==> src/rtl/csmac_pkg.sv <==
// Package for the carrier-sense access controller: state and function codes, register
// indexes, reset values and the command/status structs between controller and datapath.
// No dependencies.
`default_nettype none

package csmac_pkg;

  // Access state of the medium as it is reported in state_code.
  typedef enum logic [2:0] {
    ACC_INIT      = 3'd0,
    ACC_BUSY      = 3'd1,
    ACC_BUSY_PEND = 3'd2,
    ACC_IDLE      = 3'd3,
    ACC_IDLE_PEND = 3'd4
  } acc_state_t;

  // Kind of an input word.
  localparam logic [1:0] FN_RSSI = 2'd0;
  localparam logic [1:0] FN_POLL = 2'd1;
  localparam logic [1:0] FN_TICK = 2'd2;

  // Configuration register indexes.
  localparam logic [1:0] CFG_BUSY_THR = 2'd0;
  localparam logic [1:0] CFG_TX_PROB  = 2'd1;
  localparam logic [1:0] CFG_WAIT_LO  = 2'd2;
  localparam logic [1:0] CFG_WAIT_HI  = 2'd3;

  localparam logic [7:0]  RST_BUSY_THR = 8'd128;
  localparam logic [6:0]  RST_TX_PROB  = 7'd50;
  localparam logic [15:0] RST_WAIT_LO  = 16'd10;
  localparam logic [15:0] RST_WAIT_HI  = 16'd100;

  // Modulus of the probability draw and its reciprocal: a 15-bit value times DRAW_RECIP,
  // shifted right by 19, gives the exact quotient by DRAW_MOD.
  localparam logic [14:0] DRAW_MOD   = 15'd101;
  localparam logic [12:0] DRAW_RECIP = 13'd5191;

  // Number of dividend bits handled by the remainder unit, one per cycle.
  localparam int unsigned RAND_W = 15;
  localparam int unsigned CNT_W  = $clog2(RAND_W);

  // Sequencer states.
  typedef enum logic [2:0] {
    C_IDLE,
    C_EVAL,
    C_DRAW,
    C_BACK,
    C_DONE
  } ctrl_state_t;

  // Commands from the controller to the datapath.
  typedef struct packed {
    logic capture;     // register the accepted input word
    logic apply;       // apply the single-step state update
    logic start_draw;  // start rand_draw mod 101
    logic start_back;  // start rand_backoff mod span
    logic grant;       // probability draw passed: send now
    logic load_back;   // load the new backoff period and clear elapsed time
    logic load_out;    // register the result word
  } csmac_cmd_t;

  // Status from the datapath to the controller.
  typedef struct packed {
    logic need_back;   // sample frees the medium while a send is pending
    logic need_draw;   // poll with expired backoff
    logic div_done;    // backoff remainder is ready
    logic draw_done;   // draw remainder is ready
    logic draw_pass;   // send percentage exceeds the draw
  } csmac_sts_t;

endpackage

`default_nettype wire

==> src/rtl/csmac_mod.sv <==
// Iterative remainder unit: one dividend bit per cycle, restoring form.
// Depends on csmac_pkg for the operand width and counter width.
`default_nettype none

module csmac_mod (
  input  wire logic                         clk,
  input  wire logic                         rst_n,
  input  wire logic                         start,
  input  wire logic [csmac_pkg::RAND_W-1:0] dividend,
  input  wire logic [16:0]                  divisor,
  output logic                              done,
  output logic [16:0]                       remainder
);

  logic [16:0]                  rem_r, rem_nxt;
  logic [csmac_pkg::RAND_W-1:0] dvd_r, dvd_nxt;
  logic [16:0]                  div_r, div_nxt;
  logic [csmac_pkg::CNT_W-1:0]  cnt_r, cnt_nxt;
  logic                         busy_r, busy_nxt;
  logic                         done_r, done_nxt;
  logic [17:0]                  trial;
  logic [17:0]                  diff;

  assign trial = {rem_r, dvd_r[csmac_pkg::RAND_W-1]};
  assign diff  = trial - {1'b0, div_r};

  always_comb begin
    rem_nxt  = rem_r;
    dvd_nxt  = dvd_r;
    div_nxt  = div_r;
    cnt_nxt  = cnt_r;
    busy_nxt = busy_r;
    done_nxt = 1'b0;
    if (start) begin
      rem_nxt  = '0;
      dvd_nxt  = dividend;
      div_nxt  = divisor;
      cnt_nxt  = csmac_pkg::CNT_W'(csmac_pkg::RAND_W - 1);
      busy_nxt = 1'b1;
    end else if (busy_r) begin
      // Subtract when the partial remainder reaches the divisor.
      if (trial >= {1'b0, div_r}) begin
        rem_nxt = diff[16:0];
      end else begin
        rem_nxt = trial[16:0];
      end
      dvd_nxt = {dvd_r[csmac_pkg::RAND_W-2:0], 1'b0};
      cnt_nxt = cnt_r - csmac_pkg::CNT_W'(1);
      if (cnt_r == '0) begin
        busy_nxt = 1'b0;
        done_nxt = 1'b1;
      end
    end
  end

  always_ff @(posedge clk) begin
    rem_r <= rem_nxt;
    dvd_r <= dvd_nxt;
    div_r <= div_nxt;
    cnt_r <= cnt_nxt;
    if (!rst_n) begin
      busy_r <= 1'b0;
      done_r <= 1'b0;
    end else begin
      busy_r <= busy_nxt;
      done_r <= done_nxt;
    end
  end

  assign done      = done_r;
  assign remainder = rem_r;

endmodule

`default_nettype wire

==> src/rtl/csmac_dp.sv <==
// Datapath of the access controller: configuration registers, captured word,
// access state, backoff timer, draw and remainder units and result register.
// Depends on csmac_pkg and csmac_mod.
`default_nettype none

module csmac_dp (
  input  wire logic                  clk,
  input  wire logic                  rst_n,
  input  wire logic                  cfg_we,
  input  wire logic [1:0]            cfg_index,
  input  wire logic [15:0]           cfg_wdata,
  input  wire logic [1:0]            in_func,
  input  wire logic [7:0]            in_rssi,
  input  wire logic [14:0]           in_rand_draw,
  input  wire logic [14:0]           in_rand_backoff,
  input  wire csmac_pkg::csmac_cmd_t cmd,
  output csmac_pkg::csmac_sts_t      sts,
  output logic [7:0]                 out_data
);

  logic [7:0]  thr_r;
  logic [6:0]  prob_r;
  logic [15:0] lo_r;
  logic [15:0] hi_r;

  logic [1:0]  func_r;
  logic [7:0]  rssi_r;
  logic [14:0] rdraw_r;
  logic [14:0] rback_r;

  csmac_pkg::acc_state_t acc_r, acc_nxt;
  logic [15:0] period_r, period_nxt;
  logic [16:0] elapsed_r, elapsed_nxt;
  logic        tx_r, tx_nxt;
  logic [7:0]  out_r;

  logic        busy_c;
  logic        expired_c;
  logic [16:0] span_c;
  logic        div_done;
  logic [16:0] rem;
  logic        chan_busy_c;

  logic [27:0] draw_prod_r;
  logic [8:0]  draw_quot_c;
  logic [14:0] draw_rem_full_c;
  logic [6:0]  draw_rem_r;
  logic        draw_v1_r;
  logic        draw_v2_r;

  always_ff @(posedge clk) begin
    if (!rst_n) begin
      thr_r  <= csmac_pkg::RST_BUSY_THR;
      prob_r <= csmac_pkg::RST_TX_PROB;
      lo_r   <= csmac_pkg::RST_WAIT_LO;
      hi_r   <= csmac_pkg::RST_WAIT_HI;
    end else if (cfg_we) begin
      unique case (cfg_index)
        csmac_pkg::CFG_BUSY_THR: thr_r  <= cfg_wdata[7:0];
        csmac_pkg::CFG_TX_PROB:  prob_r <= cfg_wdata[6:0];
        csmac_pkg::CFG_WAIT_LO:  lo_r   <= cfg_wdata;
        csmac_pkg::CFG_WAIT_HI:  hi_r   <= cfg_wdata;
        default: ;
      endcase
    end
  end

  always_ff @(posedge clk) begin
    if (cmd.capture) begin
      func_r  <= in_func;
      rssi_r  <= in_rssi;
      rdraw_r <= in_rand_draw;
      rback_r <= in_rand_backoff;
    end
  end

  assign busy_c    = (rssi_r >= thr_r);
  assign expired_c = (elapsed_r > {1'b0, period_r});
  assign span_c    = {1'b0, hi_r} - {1'b0, lo_r} + 17'd1;

  // The backoff span varies with the registers, so it goes through the serial unit.
  csmac_mod u_mod (
    .clk       (clk),
    .rst_n     (rst_n),
    .start     (cmd.start_back),
    .dividend  (rback_r),
    .divisor   (span_c),
    .done      (div_done),
    .remainder (rem)
  );

  // The draw is by a fixed modulus: a reciprocal product is registered, and in the next cycle
  // the quotient is taken from its upper bits and the remainder is formed and registered.
  assign draw_quot_c     = draw_prod_r[27:19];
  assign draw_rem_full_c = rdraw_r - {6'd0, draw_quot_c} * csmac_pkg::DRAW_MOD;

  always_ff @(posedge clk) begin
    draw_prod_r <= {13'd0, rdraw_r} * {15'd0, csmac_pkg::DRAW_RECIP};
    draw_rem_r  <= draw_rem_full_c[6:0];
    if (!rst_n) begin
      draw_v1_r <= 1'b0;
      draw_v2_r <= 1'b0;
    end else begin
      draw_v1_r <= cmd.start_draw;
      draw_v2_r <= draw_v1_r;
    end
  end

  assign sts.need_back = (func_r == csmac_pkg::FN_RSSI) &&
                         (acc_r == csmac_pkg::ACC_BUSY_PEND) && !busy_c;
  assign sts.need_draw = (func_r == csmac_pkg::FN_POLL) &&
                         (acc_r == csmac_pkg::ACC_IDLE_PEND) && expired_c;
  assign sts.div_done  = div_done;
  assign sts.draw_done = draw_v2_r;
  assign sts.draw_pass = (prob_r > draw_rem_r);

  always_comb begin
    acc_nxt     = acc_r;
    period_nxt  = period_r;
    elapsed_nxt = elapsed_r;
    tx_nxt      = tx_r;
    if (cmd.capture) begin
      tx_nxt = 1'b0;
    end
    if (cmd.apply) begin
      case (func_r)
        csmac_pkg::FN_RSSI: begin
          unique case (acc_r) inside
            csmac_pkg::ACC_INIT, csmac_pkg::ACC_BUSY, csmac_pkg::ACC_IDLE: begin
              acc_nxt = busy_c ? csmac_pkg::ACC_BUSY : csmac_pkg::ACC_IDLE;
            end
            csmac_pkg::ACC_IDLE_PEND: begin
              if (busy_c) acc_nxt = csmac_pkg::ACC_BUSY_PEND;
            end
            default: ;
          endcase
        end
        csmac_pkg::FN_POLL: begin
          if (acc_r == csmac_pkg::ACC_BUSY) begin
            acc_nxt = csmac_pkg::ACC_BUSY_PEND;
          end else if (acc_r == csmac_pkg::ACC_IDLE) begin
            tx_nxt = 1'b1;
          end
        end
        csmac_pkg::FN_TICK: begin
          if (elapsed_r != '1) elapsed_nxt = elapsed_r + 17'd1;
        end
        default: ;
      endcase
    end
    if (cmd.grant) begin
      acc_nxt = csmac_pkg::ACC_IDLE;
      tx_nxt  = 1'b1;
    end
    if (cmd.load_back) begin
      acc_nxt     = csmac_pkg::ACC_IDLE_PEND;
      elapsed_nxt = '0;
      period_nxt  = (hi_r < lo_r) ? lo_r : lo_r + rem[15:0];
    end
  end

  always_ff @(posedge clk) begin
    tx_r <= tx_nxt;
    if (!rst_n) begin
      acc_r     <= csmac_pkg::ACC_INIT;
      period_r  <= csmac_pkg::RST_WAIT_LO;
      elapsed_r <= '0;
    end else begin
      acc_r     <= acc_nxt;
      period_r  <= period_nxt;
      elapsed_r <= elapsed_nxt;
    end
  end

  assign chan_busy_c = (acc_r == csmac_pkg::ACC_BUSY) ||
                       (acc_r == csmac_pkg::ACC_BUSY_PEND);

  always_ff @(posedge clk) begin
    if (cmd.load_out) begin
      out_r <= {2'b00, acc_r, chan_busy_c,
                (func_r == csmac_pkg::FN_RSSI) && busy_c, tx_r};
    end
  end

  assign out_data = out_r;

endmodule

`default_nettype wire

==> src/rtl/csmac_ctrl.sv <==
// Sequencer of the access controller: handshakes and command issue.
// Depends on csmac_pkg; drives csmac_dp through the command struct.
`default_nettype none

module csmac_ctrl (
  input  wire logic                  clk,
  input  wire logic                  rst_n,
  input  wire logic                  in_tvalid,
  output logic                       in_tready,
  output logic                       out_tvalid,
  input  wire logic                  out_tready,
  input  wire csmac_pkg::csmac_sts_t sts,
  output csmac_pkg::csmac_cmd_t      cmd
);

  csmac_pkg::ctrl_state_t state_r, state_nxt;
  logic out_valid_r, out_valid_nxt;

  always_ff @(posedge clk) begin
    if (!rst_n) begin
      state_r     <= csmac_pkg::C_IDLE;
      out_valid_r <= 1'b0;
    end else begin
      state_r     <= state_nxt;
      out_valid_r <= out_valid_nxt;
    end
  end

  always_comb begin
    state_nxt     = state_r;
    cmd           = '0;
    in_tready     = 1'b0;
    out_valid_nxt = out_valid_r;
    if (out_valid_r && out_tready) out_valid_nxt = 1'b0;
    unique case (state_r)
      csmac_pkg::C_IDLE: begin
        in_tready = 1'b1;
        if (in_tvalid) begin
          cmd.capture = 1'b1;
          state_nxt   = csmac_pkg::C_EVAL;
        end
      end
      csmac_pkg::C_EVAL: begin
        if (sts.need_back) begin
          cmd.start_back = 1'b1;
          state_nxt      = csmac_pkg::C_BACK;
        end else if (sts.need_draw) begin
          cmd.start_draw = 1'b1;
          state_nxt      = csmac_pkg::C_DRAW;
        end else begin
          cmd.apply = 1'b1;
          state_nxt = csmac_pkg::C_DONE;
        end
      end
      csmac_pkg::C_DRAW: begin
        if (sts.draw_done) begin
          if (sts.draw_pass) begin
            cmd.grant = 1'b1;
            state_nxt = csmac_pkg::C_DONE;
          end else begin
            cmd.start_back = 1'b1;
            state_nxt      = csmac_pkg::C_BACK;
          end
        end
      end
      csmac_pkg::C_BACK: begin
        if (sts.div_done) begin
          cmd.load_back = 1'b1;
          state_nxt     = csmac_pkg::C_DONE;
        end
      end
      csmac_pkg::C_DONE: begin
        if (!out_valid_r || out_tready) begin
          cmd.load_out  = 1'b1;
          out_valid_nxt = 1'b1;
          state_nxt     = csmac_pkg::C_IDLE;
        end
      end
      default: state_nxt = csmac_pkg::C_IDLE;
    endcase
  end

  assign out_tvalid = out_valid_r;

endmodule

`default_nettype wire

==> src/rtl/csma_access_controller_core.sv <==
// Top level of the carrier-sense medium access controller with p-persistent random backoff.
// Depends on csmac_pkg, csmac_ctrl, csmac_dp (and csmac_mod below it).
//
//   Channel  Direction  Word contents
//   in_      slave      tuser: func[1:0]; tdata: rssi, rand_draw, rand_backoff
//   out_     master     tdata: transmit_now, sample_busy, chan_busy, state_code
//   cfg_     write      index 0..3: busy level, send percentage, shortest and longest backoff
//
// A word without a random value is applied directly; a poll with expired backoff runs a
// probability draw, and a sample that frees the medium or a failed draw starts a backoff;
// the backoff span uses a remainder unit that takes one random bit per cycle.
// Reset is synchronous and active low; it restores register defaults, init and the timer.
// A finished word waits in the output register while the next one is accepted and worked
// on, and that next word holds in its last step until the register is free.
`default_nettype none

module csma_access_controller_core (
  input  wire logic        clk,
  input  wire logic        rst_n,
  input  wire logic        in_tvalid,
  output logic             in_tready,
  input  wire logic [39:0] in_tdata,  // [7:0] rssi, [22:8] rand_draw, [37:23] rand_backoff
  input  wire logic [1:0]  in_tuser,  // [1:0] func
  output logic             out_tvalid,
  input  wire logic        out_tready,
  output logic [7:0]       out_tdata, // [0] transmit_now, [1] sample_busy,
                                      // [2] chan_busy, [5:3] state_code
  input  wire logic        cfg_we,
  input  wire logic [1:0]  cfg_index,
  input  wire logic [15:0] cfg_wdata
);

  csmac_pkg::csmac_cmd_t cmd;
  csmac_pkg::csmac_sts_t sts;

  // The sequencer owns both handshakes; the datapath only follows commands.
  csmac_ctrl u_ctrl (
    .clk        (clk),
    .rst_n      (rst_n),
    .in_tvalid  (in_tvalid),
    .in_tready  (in_tready),
    .out_tvalid (out_tvalid),
    .out_tready (out_tready),
    .sts        (sts),
    .cmd        (cmd)
  );

  // The upper two data bits are byte padding and are not used.
  csmac_dp u_dp (
    .clk             (clk),
    .rst_n           (rst_n),
    .cfg_we          (cfg_we),
    .cfg_index       (cfg_index),
    .cfg_wdata       (cfg_wdata),
    .in_func         (in_tuser),
    .in_rssi         (in_tdata[7:0]),
    .in_rand_draw    (in_tdata[22:8]),
    .in_rand_backoff (in_tdata[37:23]),
    .cmd             (cmd),
    .sts             (sts),
    .out_data        (out_tdata)
  );

endmodule

`default_nettype wire
==> config.mk <==
export PLATFORM = sky130hd
export DESIGN_NAME = csma_access_controller_core
export DESIGN_NICKNAME = d
export VERILOG_FILES = /design/src/rtl/csmac_pkg.sv /design/src/rtl/csmac_mod.sv /design/src/rtl/csmac_dp.sv /design/src/rtl/csmac_ctrl.sv /design/src/rtl/csma_access_controller_core.sv
export SDC_FILE = /design/constraint.sdc
export NUM_CORES = 1
export LEC_CHECK = 0
export BUFFER_PORTS_ARGS = -buffer_cell sky130_fd_sc_hd__buf_2
export CAP_MARGIN = 40
export CORE_AREA = 3 3 257 133
export CTS_CLUSTER_DIAMETER = 40
export DETAILED_ROUTE_END_ITERATION = 12
export DIE_AREA = 0 0 260 136
export SLEW_MARGIN = 15
export SYNTH_ARGS = -nofsm -noshare
export SYNTH_HDL_FRONTEND = slang
export SYNTH_SLANG_ARGS = --single-unit
==> constraint.sdc <==
create_clock -name clk -period 5 [get_ports clk]
set_input_delay 0 -clock clk [delete_from_list [all_inputs] [get_ports clk]]
set_output_delay 0 -clock clk [all_outputs]
set_load 0.005 [all_outputs]
Word level (Yosys, flattened, before mapping) --
Cells that the tools add are included. W data, S select, Z words.
Operators by class: multipliers 2, reductions and logical operators 32, magnitude comparators 5, multiplexer cells 49, bitwise operators 3, eq/ne operators 24, add/subtract/negate cells 7
Operators with widths (count):
- $mux W3 | 12
- $add A17 B1 Y17 const B | 2
- $mux W15 | 2
- $mul A15 B13 Y28 const B | 1
- $mux W1 | 25
- $ge A18 B17 Y1 | 1
- $gt A17 B16 Y1 | 1
- $mux W17 | 1
- $ne A17 B17 Y1 const B | 1
- $sub A16 B16 Y17 | 1
- $sub A17 B17 Y17 | 1
- $add A16 B16 Y16 | 1
- $lt A16 B16 Y1 | 1
- $mux W16 | 1
- $pmux W3 S5 | 1
- $eq A3 B2 Y1 const B | 4
- $pmux W3 S2 | 2
- $reduce_and A5 Y1 | 2
- $mul A9 B7 Y7 const B | 1
- $reduce_or A3 Y1 | 3
- $ge A8 B8 Y1 | 1
- $mux W2 | 4
- $ne A4 B4 Y1 const B | 2
- $reduce_and A2 Y1 | 4
- other kinds (27) | 47
Storage, ports and cells: logic and storage cells 148, input bits 65, output and inout bits 10, flip-flop bits (word level) 226

Depth between registers and ports, before layout --
word-level depth 9, gate-level depth with buffers 18

Modules after synthesis --
A second synthesis with hierarchy kept.
Second synthesis, totals: cell total of the unflattened synthesis 1534, area total of the unflattened synthesis 14662.8 sq um
Modules (own cells, without submodules):
- csmac_dp | cells an instance 1197, area each 11297.1 sq um, instances 1
- csmac_mod | cells an instance 295, area each 3016.6 sq um, instances 1
- csmac_ctrl | cells an instance 42, area each 349.1 sq um, instances 1

Worst setup path before layout --
Ideal clock, no wire load.
path kind register to register, start point register u_dp.rdraw_r[2], end point register u_dp.draw_prod_r[25], cell stages (with the launch flop) 19, path buffers 0, library setup time 72 ps, path slack 610 ps, data required time 4928 ps, arrival time 4317 ps, cells stage by stage edfxtp_1 ha_1 ha_1 inv_1 fa_1 inv_1 fa_1 inv_1 fa_1 inv_1 ha_1 a21oi_1 o22ai_1 nor3_1 o31a_1 o31ai_1 a21o_1 o41ai_1 xnor2_1
On the way: cells in the longest elaborated chain, start to end 1
Ends and longest elaborated chain:
- start: declaration | line csmac_dp.sv:28 | logic [14:0] rdraw_r;
- start signal: assignment | line csmac_dp.sv:72 | rdraw_r <= in_rand_draw;
- $mul A15 B13 Y28 | line csmac_dp.sv:98 | draw_prod_r <= {13'd0, rdraw_r} * {15'd0, csmac_pkg::DRAW_RECIP};
- end signal: assignment | line csmac_dp.sv:98
- end: declaration | line csmac_dp.sv:44 | logic [27:0] draw_prod_r;
Every way passes these cells. A chain may end at the register's enable or synchronous reset.

Worst setup path after layout --
start point register u_dp.rdraw_r[6], end point register u_dp.draw_prod_r[24]
Same word-level chain as after synthesis.

==> results.txt <==
DRC viols: 0
clock buffer depth: 3
post-DP HPWL: 24.3 mm
hold slack: 41.1 ps
worst vdd ir: 251 µV
predominant post-synthesis flop cell: dfxtp_1
Sink Count: 205
Worst Max-Slew Pin Slew: 833 ps
initial core utilization: 45.2%
Synth Instances: 1,485
Worst-path clk slew: 60 ps
Clock Tree Root: clkbuf_16
CTS tree: done
critical path class: reg2reg
status: completed
max_cap viols: 0
Synth cell types: 76
insertion delay to the later sink of the worst-skew pair: 560 ps
fin nets: 1,961
Pins Over Slew Limit: 0
Slew Limit Headroom: 44.4%
Via-to-Cell Ratio: 5.13
Post-synth EDFFs: 78
FF+latch count, synth: 205
die height: 136 µm
core area: 31,700 µm²
vias: 10,700
setup violators final: 0
Syn Std Cell Area: 14,300 µm²
Async SR Flop Fraction: 0%
RSZ-0062 raised after global routing: no
Setup WS pre-CTS: 313 ps
Power Density: 396 nW/µm²
Worst Path Required: 5430 ps
GR Overflow Total: 0
DRT iter0 DRCs: 486
Syn. warnings: 0
leak pwr: 7.54 nW
total power: 0.00663 W
Synth top area share: 19.1%
setup ws final: 333 ps
HP Class: in2reg
port bufs: 70
Arrival @ worst endpoint: 5100 ps
most frequent cells in the layout: ha_1 (219), inv_1 (210), dfxtp_1 (127), nand2_1 (118), a21oi_1 (103)
largest net degree at the start of global routing: 51
drt total wl: 31.7 mm
Area Overhead vs Synth: 16.9%
Hold Vio Cnt, Final: 0
Startpoint Class: register
part of the Yosys area used for sequential elements: 34.1%
layout cell share with drive strength beyond 1: 9.60%
first-pass GRT wire length: 52.9 mm
syn avg cell area: 9.64 µm²
Worst Skew: 22.6 ps
period utilization: 93.3%
Area contributors post-synth: ha_1 (19%), dfxtp_1 (18%), edfxtp_1 (16%)
Fmax: 0.214 GHz
GP Congestion: 0.868
row count: 46
Pre-antenna DRT Iters: 7
H-tree depth: 1
CP max FO: 7
CTS buffer count: 27
Synth area leader: ha_1
setup total negative slack: 0 ps
GRT Overall Usage: 18.4%
vias in the first global route: 10,900
Tmin final: 4670 ps
I/O pin count: 75
commonest non-fill, non-tap cell in the layout: ha_1
chip width: 260 µm
routed len/inst: 15.2 µm
Worst setup EP type: register
antenna viol nets, final: 0
initial antenna violation count: 0
full die area: 35,400 µm²
## metal layers
metal / global-route usage, % / part of all wire, %
met5: 0 / 0
met1: 23.6 / 47
met3: 3.31 / 3.7
met2: 32.3 / 48
met4: 4.16 / 2.0
## synth_stat cells (5+ instances only)
cell type,count
ha_1,219
inv_1,210
dfxtp_1,127
nand2_1,118
a21oi_1,103
nor2_1,98
edfxtp_1,78
fa_1,52
xnor2_1,42
xor2_1,34
clkbuf_1,33
mux2i_1,28
nand3_1,27
a211oi_1,26
nor3_1,26
a21o_1,18
nand2b_1,17
o21ai_1,17
and3_1,15
mux2_1,15
nor2b_1,13
o211ai_1,12
o21ai_0,12
nand4_1,11
o21a_1,10
a211oi_2,8
o21bai_1,8
or3_1,8
a31oi_1,7
nand3b_1,6
and4_1,5
or2_2,5
## registers in the layout (all words and copies together), names as in the netlist, 2 cells and up
name	cells
u_dp.rssi_r	8
u_ctrl.state_r	3
u_dp.period_r	16
u_dp.u_mod.div_r	17
u_dp.prob_r	7
u_dp.u_mod.cnt_r	4
u_dp.elapsed_r	17
u_dp.u_mod.remainder	17
u_dp.draw_prod_r	7
u_dp.u_mod.dvd_r	15
u_dp.rdraw_r	15
u_dp.out_data	6
u_dp.acc_r	3
u_dp.func_r	2
u_dp.thr_r	8
u_dp.lo_r	16
u_dp.draw_rem_r	7
u_dp.hi_r	16
u_dp.rback_r	15
## power by group
part           internal (W)  leakage, nW  total [W]  switching [W]
clock               0.00112        0.435    0.00192       0.000806
sequential          0.00191         1.77    0.00201       0.000104
combinational       0.00126         5.34    0.00270        0.00143
total               0.00429         7.54    0.00663        0.00234
## metrics by stage
| step | std cells | cell area [µm²] | util, % |
|---|---|---|---|
| global route | 2078 | 16700 | 52.8 |
| detailed placement | 1961 | 15200 | 47.8 |
| floorplan | 1486 | 14300 | - |
| finish | 2079 | 16700 | 52.8 |
| CTS | 2073 | 16700 | 52.6 |
| global placement | 1960 | 15100 | 47.8 |
## cells by family (layout without fill, tap and decap cells)
kind of cell             count (synthesis)  count (layout)  share of synthesized area, %
multiplexers                            43              43                          3.14
AND/OR/NAND/NOR                        371             371                          12.5
flip-flops                             205             205                          34.1
other                                    1               3                        0.0262
adder cells (fa/ha/maj)                272             272                          26.5
buffers and inverters                  252             412                          6.80
AO/OA/AOI/OAI                          265             265                          12.3
XOR/XNOR                                76              76                          4.65
## worst paths after layout
kind / startpoint / to / slack (ps) / depth (start not counted)
hold reg to reg: u_dp.draw_v1_r$_SDFF_PP0_ / u_dp.draw_v2_r$_SDFF_PN0_ / 440 / 1
hold / removal: cfg_we / u_dp.lo_r[11]$_SDFFE_PN0P_ / 40 / 6
setup / recovery: u_dp.rdraw_r[6]$_DFFE_PP_ / u_dp.draw_prod_r[24]$_DFF_P_ / 330 / 16
setup reg to reg: u_dp.rdraw_r[6]$_DFFE_PP_ / u_dp.draw_prod_r[24]$_DFF_P_ / 330 / 16
## area by class of cell
type                       count  area, µm²
antenna                        1       2.50
clock buffer                  33        729
clock inverter                17        175
fill                        2816      15000
inverter                     211        792
multi-input combinational   1029       8490
sequential                   205       4880
tap                          432        541
timing repair buffer         151       1120
## worst max-delay path: stages, from the launching register on
cell and delay [ps]:
edfxtp_1 610, ha_1 410, fa_1 460, ha_1 300
ha_1 280, inv_1 60, fa_1 540, inv_1 40
ha_1 290, nand3_1 90, a21boi_1 140, a311oi_1 80
o31a_1 330, o31ai_1 480, a211o_1 240, a21oi_1 80
xnor2_1 120
## timing repair
item,4_1_cts,5_1_grt
resized for setup,0,1
setup buffers,0,4
setup endpoints to repair,0,1
endpoints found under the hold margin,102,0
hold buffers,62,0
Note: power is estimated with default switching activity, not from simulation.
